--- config.mk ---
export PLATFORM = sky130hd
export DESIGN_NAME = ascii_number_double_reformat_core
export DESIGN_NICKNAME = d
export VERILOG_FILES = /design/src/rtl/andr_pkg.sv /design/src/rtl/andr_queue.sv /design/src/rtl/andr_front.sv /design/src/rtl/andr_back.sv /design/src/rtl/ascii_number_double_reformat_core.sv
export SDC_FILE = /design/constraint.sdc
export NUM_CORES = 1
export LEC_CHECK = 0
export ABC_CLOCK_PERIOD_IN_PS = 3500
export BUFFER_PORTS_ARGS = -buffer_cell sky130_fd_sc_hd__buf_2
export CAP_MARGIN = 10
export CORE_AREA = 2 2 137 139
export CTS_CLUSTER_DIAMETER = 50
export CTS_CLUSTER_SIZE = 20
export DETAILED_ROUTE_END_ITERATION = 8
export DIE_AREA = 0 0 139 141
export GPL_ROUTABILITY_DRIVEN = 0
export PLACE_DENSITY = 0.77
export SLEW_MARGIN = 10
export SYNTH_ARGS = -nofsm -noshare
export SYNTH_HDL_FRONTEND = slang
export SYNTH_SLANG_ARGS = --single-unit
--- constraint.sdc ---
create_clock -name clk -period 3.5 [get_ports clk]
set_input_delay 0.175 -clock clk [delete_from_list [all_inputs] [get_ports clk]]
set_output_delay 0.175 -clock clk [all_outputs]
set_load 0.005 [all_outputs]
--- src/rtl/andr_pkg.sv ---
// Shared types, constants and helpers of the ASCII number reformatter.
// Depends on nothing; every module of the block imports it.
package andr_pkg;

	localparam int VALUE_BITS_DEFAULT = 32;
	localparam int OUT_DIGITS         = 10;
	localparam int NIBBLE_BITS        = 4;
	localparam int DIGIT_REG_BITS     = OUT_DIGITS * NIBBLE_BITS;
	localparam int DIGIT_IDX_BITS     = $clog2(OUT_DIGITS);
	localparam int QUEUE_DEPTH        = 4;
	localparam int QUEUE_AW           = $clog2(QUEUE_DEPTH);
	localparam int QUEUE_CW           = $clog2(QUEUE_DEPTH + 1);

	localparam logic [7:0] CHAR_ZERO    = 8'h30;
	localparam logic [7:0] CHAR_NINE    = 8'h39;
	localparam logic [7:0] CHAR_UPPER_A = 8'h41;
	localparam logic [7:0] CHAR_UPPER_F = 8'h46;
	localparam logic [7:0] CHAR_LOWER_A = 8'h61;
	localparam logic [7:0] CHAR_LOWER_F = 8'h66;

	localparam logic RADIX_DEC = 1'b0;
	localparam logic RADIX_HEX = 1'b1;

	// One classified character as it travels from front to back.
	typedef struct packed {
		logic       term;
		logic       hex;
		logic [3:0] digit;
	} andr_item_t;

	// ASCII character of one digit value, upper-case letters for ten and above.
	function automatic logic [7:0] digit_to_ascii(input logic [3:0] nib);
		logic [7:0] c;
		if (nib < 4'd10) begin
			c = CHAR_ZERO + {4'b0, nib};
		end else begin
			c = CHAR_UPPER_A + {4'b0, nib} - 8'd10;
		end
		return c;
	endfunction

endpackage

--- src/rtl/andr_queue.sv ---
// Short FIFO of classified characters between the front and the back.
// Depends on andr_pkg for the item type and the depth.
module andr_queue (
	input  logic                clk,
	input  logic                arst_n,
	input  logic                push,
	input  andr_pkg::andr_item_t push_item,
	input  logic                pop,
	output andr_pkg::andr_item_t head_item,
	output logic                empty,
	output logic                full
);
	import andr_pkg::*;

	andr_item_t           mem_q [QUEUE_DEPTH];
	logic [QUEUE_AW-1:0]  wr_ptr_q;
	logic [QUEUE_AW-1:0]  rd_ptr_q;
	logic [QUEUE_CW-1:0]  count_q;
	logic                 do_push;
	logic                 do_pop;

	assign empty     = (count_q == QUEUE_CW'(0));
	assign full      = (count_q == QUEUE_CW'(QUEUE_DEPTH));
	assign do_push   = push && !full;
	assign do_pop    = pop && !empty;
	assign head_item = mem_q[rd_ptr_q];

	always_ff @(posedge clk) begin
		if (do_push) begin
			mem_q[wr_ptr_q] <= push_item;
		end
	end

	always_ff @(posedge clk or negedge arst_n) begin
		if (!arst_n) begin
			wr_ptr_q <= '0;
			rd_ptr_q <= '0;
			count_q  <= '0;
		end else begin
			if (do_push) begin
				wr_ptr_q <= wr_ptr_q + QUEUE_AW'(1);
			end
			if (do_pop) begin
				rd_ptr_q <= rd_ptr_q + QUEUE_AW'(1);
			end
			if (do_push && !do_pop) begin
				count_q <= count_q + QUEUE_CW'(1);
			end else if (do_pop && !do_push) begin
				count_q <= count_q - QUEUE_CW'(1);
			end
		end
	end

endmodule

--- src/rtl/andr_front.sv ---
// Front end: holds the radix register, takes characters and classifies them.
// Depends on andr_pkg; pushes into andr_queue.
module andr_front (
	input  logic                clk,
	input  logic                arst_n,
	input  logic                cfg_valid,
	output logic                cfg_ready,
	input  logic                radix_mode,
	input  logic                in_valid,
	output logic                in_stall,
	input  logic [7:0]          char_code,
	input  logic                queue_full,
	output logic                push,
	output andr_pkg::andr_item_t push_item
);
	import andr_pkg::*;

	logic       radix_q;
	logic       hex;
	logic       is_digit;
	logic [3:0] value;

	assign cfg_ready = 1'b1;
	assign hex       = (radix_q == RADIX_HEX);

	always_ff @(posedge clk or negedge arst_n) begin
		if (!arst_n) begin
			radix_q <= RADIX_DEC;
		end else if (cfg_valid && cfg_ready) begin
			radix_q <= radix_mode;
		end
	end

	always_comb begin
		is_digit = 1'b0;
		value    = 4'd0;
		if (char_code inside {[CHAR_ZERO:CHAR_NINE]}) begin
			is_digit = 1'b1;
			value    = 4'(char_code - CHAR_ZERO);
		end else if (hex && (char_code inside {[CHAR_LOWER_A:CHAR_LOWER_F]})) begin
			is_digit = 1'b1;
			value    = 4'(char_code - CHAR_LOWER_A + 8'd10);
		end else if (hex && (char_code inside {[CHAR_UPPER_A:CHAR_UPPER_F]})) begin
			is_digit = 1'b1;
			value    = 4'(char_code - CHAR_UPPER_A + 8'd10);
		end
	end

	assign in_stall        = queue_full;
	assign push            = in_valid && !queue_full;
	assign push_item.term  = !is_digit;
	assign push_item.hex   = hex;
	assign push_item.digit = value;

endmodule

--- src/rtl/andr_back.sv ---
// Back end: accumulates digits, converts the doubled value and emits digits.
// Depends on andr_pkg; pops from andr_queue and drives the result channel.
module andr_back #(
	parameter int VALUE_BITS = andr_pkg::VALUE_BITS_DEFAULT
) (
	input  logic                clk,
	input  logic                arst_n,
	input  logic                queue_empty,
	input  andr_pkg::andr_item_t head_item,
	output logic                pop,
	output logic                out_valid,
	input  logic                out_stall,
	output logic [7:0]          digit_char,
	output logic                last_digit
);
	import andr_pkg::*;

	localparam int DBL_BITS = VALUE_BITS + 1;
	localparam int CNT_W    = $clog2(DBL_BITS + 1);

	localparam logic [1:0] ST_ACC  = 2'd0;
	localparam logic [1:0] ST_CONV = 2'd1;
	localparam logic [1:0] ST_FIND = 2'd2;
	localparam logic [1:0] ST_EMIT = 2'd3;

	logic [1:0]                  state_q;
	logic [VALUE_BITS-1:0]       acc_q;
	logic [DBL_BITS-1:0]         shift_q;
	logic [CNT_W-1:0]            count_q;
	logic [DIGIT_REG_BITS-1:0]   digits_q;
	logic [DIGIT_IDX_BITS-1:0]   pos_q;
	logic                        out_valid_q;
	logic [7:0]                  digit_q;
	logic                        last_q;

	logic [VALUE_BITS-1:0]       acc_next;
	logic [VALUE_BITS-1:0]       digit_ext;
	logic [DBL_BITS-1:0]         doubled;
	logic [DBL_BITS+DIGIT_REG_BITS-1:0] doubled_ext;
	logic [DIGIT_REG_BITS-1:0]   adjusted;
	logic [DIGIT_IDX_BITS-1:0]   top_idx;
	logic [3:0]                  cur_nib;
	logic                        slot_free;

	assign out_valid  = out_valid_q;
	assign digit_char = digit_q;
	assign last_digit = last_q;
	assign slot_free  = !out_valid_q || !out_stall;
	assign pop        = (state_q == ST_ACC) && !queue_empty;

	assign digit_ext   = {{(VALUE_BITS-4){1'b0}}, head_item.digit};
	assign doubled     = {acc_q, 1'b0};
	assign doubled_ext = {{DIGIT_REG_BITS{1'b0}}, doubled};

	// Shift-and-add: times sixteen is a shift, times ten is eight plus two.
	always_comb begin
		if (head_item.hex) begin
			acc_next = (acc_q << 4) | digit_ext;
		end else begin
			acc_next = (acc_q << 3) + (acc_q << 1) + digit_ext;
		end
	end

	// Double dabble correction; carries only move upward, so the ten low digits
	// come out right without keeping the upper ones.
	always_comb begin
		for (int i = 0; i < OUT_DIGITS; i++) begin
			if (digits_q[i*NIBBLE_BITS +: NIBBLE_BITS] >= 4'd5) begin
				adjusted[i*NIBBLE_BITS +: NIBBLE_BITS] =
					digits_q[i*NIBBLE_BITS +: NIBBLE_BITS] + 4'd3;
			end else begin
				adjusted[i*NIBBLE_BITS +: NIBBLE_BITS] =
					digits_q[i*NIBBLE_BITS +: NIBBLE_BITS];
			end
		end
	end

	always_comb begin
		top_idx = '0;
		for (int i = 0; i < OUT_DIGITS; i++) begin
			if (digits_q[i*NIBBLE_BITS +: NIBBLE_BITS] != 4'd0) begin
				top_idx = DIGIT_IDX_BITS'(i);
			end
		end
	end

	assign cur_nib = digits_q[pos_q*NIBBLE_BITS +: NIBBLE_BITS];

	always_ff @(posedge clk) begin
		if (state_q == ST_ACC && !queue_empty && head_item.term) begin
			shift_q <= doubled;
		end else if (state_q == ST_CONV) begin
			shift_q <= shift_q << 1;
		end
		if (state_q == ST_ACC && !queue_empty && head_item.term) begin
			if (head_item.hex) begin
				digits_q <= doubled_ext[DIGIT_REG_BITS-1:0];
			end else begin
				digits_q <= '0;
			end
		end else if (state_q == ST_CONV) begin
			digits_q <= {adjusted[DIGIT_REG_BITS-2:0], shift_q[DBL_BITS-1]};
		end
		if (state_q == ST_EMIT && slot_free) begin
			digit_q <= digit_to_ascii(cur_nib);
			last_q  <= (pos_q == '0);
		end
	end

	always_ff @(posedge clk or negedge arst_n) begin
		if (!arst_n) begin
			state_q     <= ST_ACC;
			acc_q       <= '0;
			count_q     <= '0;
			pos_q       <= '0;
			out_valid_q <= 1'b0;
		end else begin
			if (slot_free) begin
				out_valid_q <= (state_q == ST_EMIT);
			end
			case (state_q)
				ST_ACC: begin
					if (!queue_empty) begin
						if (head_item.term) begin
							acc_q   <= '0;
							count_q <= CNT_W'(DBL_BITS);
							state_q <= head_item.hex ? ST_FIND : ST_CONV;
						end else begin
							acc_q <= acc_next;
						end
					end
				end
				ST_CONV: begin
					count_q <= count_q - CNT_W'(1);
					if (count_q == CNT_W'(1)) begin
						state_q <= ST_FIND;
					end
				end
				ST_FIND: begin
					pos_q   <= top_idx;
					state_q <= ST_EMIT;
				end
				ST_EMIT: begin
					if (slot_free) begin
						if (pos_q == '0) begin
							state_q <= ST_ACC;
						end else begin
							pos_q <= pos_q - DIGIT_IDX_BITS'(1);
						end
					end
				end
				default: begin
					state_q <= ST_ACC;
				end
			endcase
		end
	end

endmodule

--- src/rtl/ascii_number_double_reformat_core.sv ---
// ASCII number reformatter. Characters arrive one per request on the input
// channel. While they are digits of the radix held in the radix_mode register
// (0 decimal, 1 hexadecimal with either letter case) they build an unsigned
// VALUE_BITS-bit number that wraps on overflow; the first other character
// ends the number and is dropped. The number is doubled and sent out as ASCII
// digits, most significant first, upper-case letters, no leading zeros, a zero
// value giving a single '0', and last_digit set on the final digit; only the
// ten least significant digits are sent. The front classifies each character
// in the cycle it is taken and writes it into a four-entry queue, so input is
// taken every cycle until the queue fills. The back takes one queue entry per
// cycle while it accumulates and the queue holds one, and takes none while it
// converts or sends a number. A terminator in decimal is taken from the queue
// and followed by bit-serial binary-to-decimal conversion of the doubled
// value, the search for the leading digit and the sending of the digits; in
// hexadecimal the conversion falls away. A stalled digit holds the back until
// it is taken, except the final digit of a number: the result register keeps
// it while the back goes on with the next queue entry. Write radix_mode only
// while no number is being converted or sent.
module ascii_number_double_reformat_core #(
	parameter int VALUE_BITS = andr_pkg::VALUE_BITS_DEFAULT
) (
	input  logic       clk,
	input  logic       arst_n,
	input  logic       cfg_valid,
	output logic       cfg_ready,
	input  logic       radix_mode,
	input  logic       in_valid,
	output logic       in_stall,
	input  logic [7:0] char_code,
	output logic       out_valid,
	input  logic       out_stall,
	output logic [7:0] digit_char,
	output logic       last_digit
);
	import andr_pkg::*;

	// Classified characters pass from front to back through this queue.
	andr_item_t push_item;
	andr_item_t head_item;
	logic       push;
	logic       pop;
	logic       queue_empty;
	logic       queue_full;

	// The front owns the radix register and the input handshake.
	andr_front u_front (
		.clk        (clk),
		.arst_n     (arst_n),
		.cfg_valid  (cfg_valid),
		.cfg_ready  (cfg_ready),
		.radix_mode (radix_mode),
		.in_valid   (in_valid),
		.in_stall   (in_stall),
		.char_code  (char_code),
		.queue_full (queue_full),
		.push       (push),
		.push_item  (push_item)
	);

	andr_queue u_queue (
		.clk       (clk),
		.arst_n    (arst_n),
		.push      (push),
		.push_item (push_item),
		.pop       (pop),
		.head_item (head_item),
		.empty     (queue_empty),
		.full      (queue_full)
	);

	// The back holds the accumulator, the converter and the result register.
	andr_back #(
		.VALUE_BITS (VALUE_BITS)
	) u_back (
		.clk         (clk),
		.arst_n      (arst_n),
		.queue_empty (queue_empty),
		.head_item   (head_item),
		.pop         (pop),
		.out_valid   (out_valid),
		.out_stall   (out_stall),
		.digit_char  (digit_char),
		.last_digit  (last_digit)
	);

endmodule

==> metrics.md <==
| Metric | Value |
|---|---|
| Yosys top cell area share | `a little under a third` |
| Fin Setup TNS | `0 ns` |
| Final hold violations | `0` |
| Max Slew Vio Count | `0` |
| Clock Skew | `about 0.0091 ns` |
| Top post-synthesis cells by count | `nand2_1, edfxtp_1, ha_1` |
| Initial Util | `a little under three fifths` |
| Area growth, synth to finish | `9.65%` |
| RSZ-0062 raised after global routing | `yes` |
| First-pass GRT wire length | `roughly 37000 µm` |
| Fill count | `1474` |
| Final core utilization | `roughly three fifths` |
| Critical Path Sink Type | `register` |
| DRC | `0` |
| Final ANT Viol Nets | `0` |
| DR vias | `between 7000 and 8000` |
| YS warnings | `0` |
| Die area | `~20000 µm²` |
| CTS Buf Count | `17` |
| H-tree level count | `4` |
| Chip width | `roughly 140 µm` |
| Startpoint types | `register` |
| Pre-CTS WS | `-0.0101 ns` |
| Pwr dens | `1040 nW/µm²` |
| CTS Buffer Depth | `2` |
| Final worst slack | `around 0.11 ns` |
| DR vias/cell | `about 6.0` |
| GRT Overall Usage | `a little under a quarter` |
| Status | `completed` |
| Fmax | `about 0.3 GHz` |
| Fin nets | `~1200` |
| Worst-path fanout max | `3` |
| Share of cells above drive strength 1 | `between 10% and 20%` |
| Min Tclk post-route | `3.39 ns` |
| Hold Crit Class | `in2reg` |
| Synth area leaders | `edfxtp_1, dfrtp_1, ha_1, nand2_1, a21oi_1` |
| Tcrit/Tclk final | `96.9%` |
| Crit Path Category | `reg2reg` |
| Multi-input logic area | `around 5400 µm²` |
| Post-synth EDFFs | `104` |
| Vias in the first global route | `approximately 7600` |
| Req. time, crit path | `between 3 and 4 ns` |
| CTS Sinks | `~160` |
| Top_reg_cell synth | `edfxtp_1` |
| Worst endpoint data arrival time | `roughly 3.7 ns` |
| Initial antenna violation count | `0` |
| Synth area leader | `edfxtp_1` |
| Lkg Pwr | `slightly below 0.005 µW` |
| FF/Latch Area | `about 4400 µm²` |
| Top-count cell post-synth | `nand2_1` |
| Core ar. | `between 15000 and 20000 µm²` |
| MaxCap Viol Count | `0` |
| Diodes inserted | `0` |
| VDD IR max | `approximately 0.51 mV` |
| Clock transition at path regs | `about 0.060 ns` |
| Cell Area, Synth | `about 10000 µm²` |
| Setup Viol. Count Final | `0` |
| Syn Nets | `roughly 1200` |
| Initial DRC Count | `between 600 and 700` |
| Total grt overflow | `0` |
| Slew @ Worst Pin | `around 1.2 ns` |
| Skew-Pair Late Insertion Delay | `between 0.4 and 0.5 ns` |
| Drt first pass iters | `5` |
| Worst slew margin | `between 10% and 20%` |
| Sequential fraction of the synthesis area | `about 43%` |
| HPWL Detailed | `around 16000 µm` |
| Average cell area after synthesis | `around 9.9 µm²` |
| Total Wirelength | `~22000 µm` |
| Post-synthesis register bit count | `about 160` |
| Top Ports | `26` |
| Routed len/inst | `17.0 µm` |
| Post-Synthesis Cells | `about 1000` |
| Port Buffers | `23` |
| CTS tree | `done` |
| Root buf cell | `clkbuf_16` |
| Ys async rst share | `33.8%` |
| Die span in y | `about 140 µm` |
| Row Count | `50` |
| Netlist cell types | `71` |
| Pin count of the biggest net entering global routing | `55` |
| Min Hold Slack | `approximately 0.22 ns` |
-- layout by cell type, fill, tap and decap left out, types with 12 or more instances in the layout --
| cell | count |
|---|---|
| nand2_1 | 155 |
| edfxtp_1 | 104 |
| ha_1 | 94 |
| a21oi_1 | 82 |
| o21ai_0 | 62 |
| nor2_1 | 58 |
| dfrtp_1 | 53 |
| inv_1 | 50 |
| nand3_1 | 37 |
| xnor2_1 | 27 |
| o21ai_1 | 26 |
| xor2_1 | 24 |
| buf_2 | 23 |
| clkbuf_16 | 18 |
| buf_4 | 17 |
| mux4_2 | 14 |
| nand2b_1 | 14 |
| a31oi_1 | 12 |
| nor3b_1 | 12 |
| nor3_1 | 12 |
| a22o_1 | 12 |
-- timing repair --
item	4_1_cts	5_1_grt
pin swaps	1	16
gates resized for setup	0	11
setup endpoints to repair	2	17
setup buffers	0	2
hold buffers	4	0
hold endpoints to repair	37	0
-- report_power, final --
group / internal [µW] / switching [µW] / total (µW)
clock network: 1140 / 756 / 1900
registers: 3240 / 825 / 4070
logic: 2300 / 3460 / 5770
-- area by class of cell --
class                   instances  share of cell area [%]
clock buffers                  22                    4.39
clock inverters                10                   0.975
inverters                      54                    1.80
multi-input cells             782                    48.0
flip-flops and latches        157                    39.4
well taps                     234                    2.59
repair buffers                 46                    2.86
-- worst paths after layout --
kind	startpoint	end	slack (ns)	cells past startpoint
worst min-delay path	in_valid	u_queue.wr_ptr_q[0]	0.22	3
min in group asynchronous	arst_n	u_back.out_valid	0.41	2
worst max register to register	u_queue.rd_ptr_q[0]	u_back.acc_q[29]	0.11	13
worst max-delay path	u_queue.rd_ptr_q[0]	u_back.acc_q[29]	0.11	13
worst min register to register	u_queue.count_q[2]	u_queue.count_q[2]	0.48	1
max in group asynchronous	arst_n	u_queue.count_q[1]	2.27	3
-- metal layers --
metal	routed length, µm	vias to the layer above	global-route usage [%]
met5	0	-	0
met4	453	0	7.81
met3	1060	40	3.80
met2	10800	209	39.1
met1	9930	3735	30.9
li1	-	3784	-
-- worst max-delay path, stage by stage, from the launching register on --
cell,delay [ns]
dfrtp_1,0.39
mux4_2,0.54
inv_2,0.08
fa_2,0.45
inv_2,0.09
ha_4,0.19
a211o_1,0.26
a21oi_2,0.17
a211oi_2,0.12
a311oi_2,0.37
o21ai_2,0.15
a41oi_2,0.22
xor2_1,0.15
o21ai_1,0.08
-- logic make-up after synthesis --
logic type | after synthesis | share of synthesized area [%]
adders and majority gates | 98 | 12.1
other | 2 | 0.0729
xor gates and xnor gates | 52 | 4.42
buffers and inverters | 99 | 4.58
muxes | 30 | 4.68
DFF | 157 | 43.2
AOI/OAI and AO/OA | 273 | 16.5
and+or+nand+nor | 327 | 14.4
-- stage by stage --
stage	std cells	total power (µW)	area [µm²]
finish	1305	11700	11300
detailed placement	1267	9720	10600
floorplan	1038	8410	10300
global placement	1267	9530	10600
CTS	1303	11700	11200
global route	1305	12700	11300
-- flip-flops by register name, indices dropped and copies added (netlist names), 3 cells and up --
signal / count
u_back.digit_char: 7
u_back.count_q: 6
u_back.pos_q: 4
u_queue.mem_q: 24
u_queue.count_q: 3
u_back.digits_q: 40
u_back.acc_q: 32
u_back.shift_q: 32
Note: power is estimated with default switching activity, not from simulation.
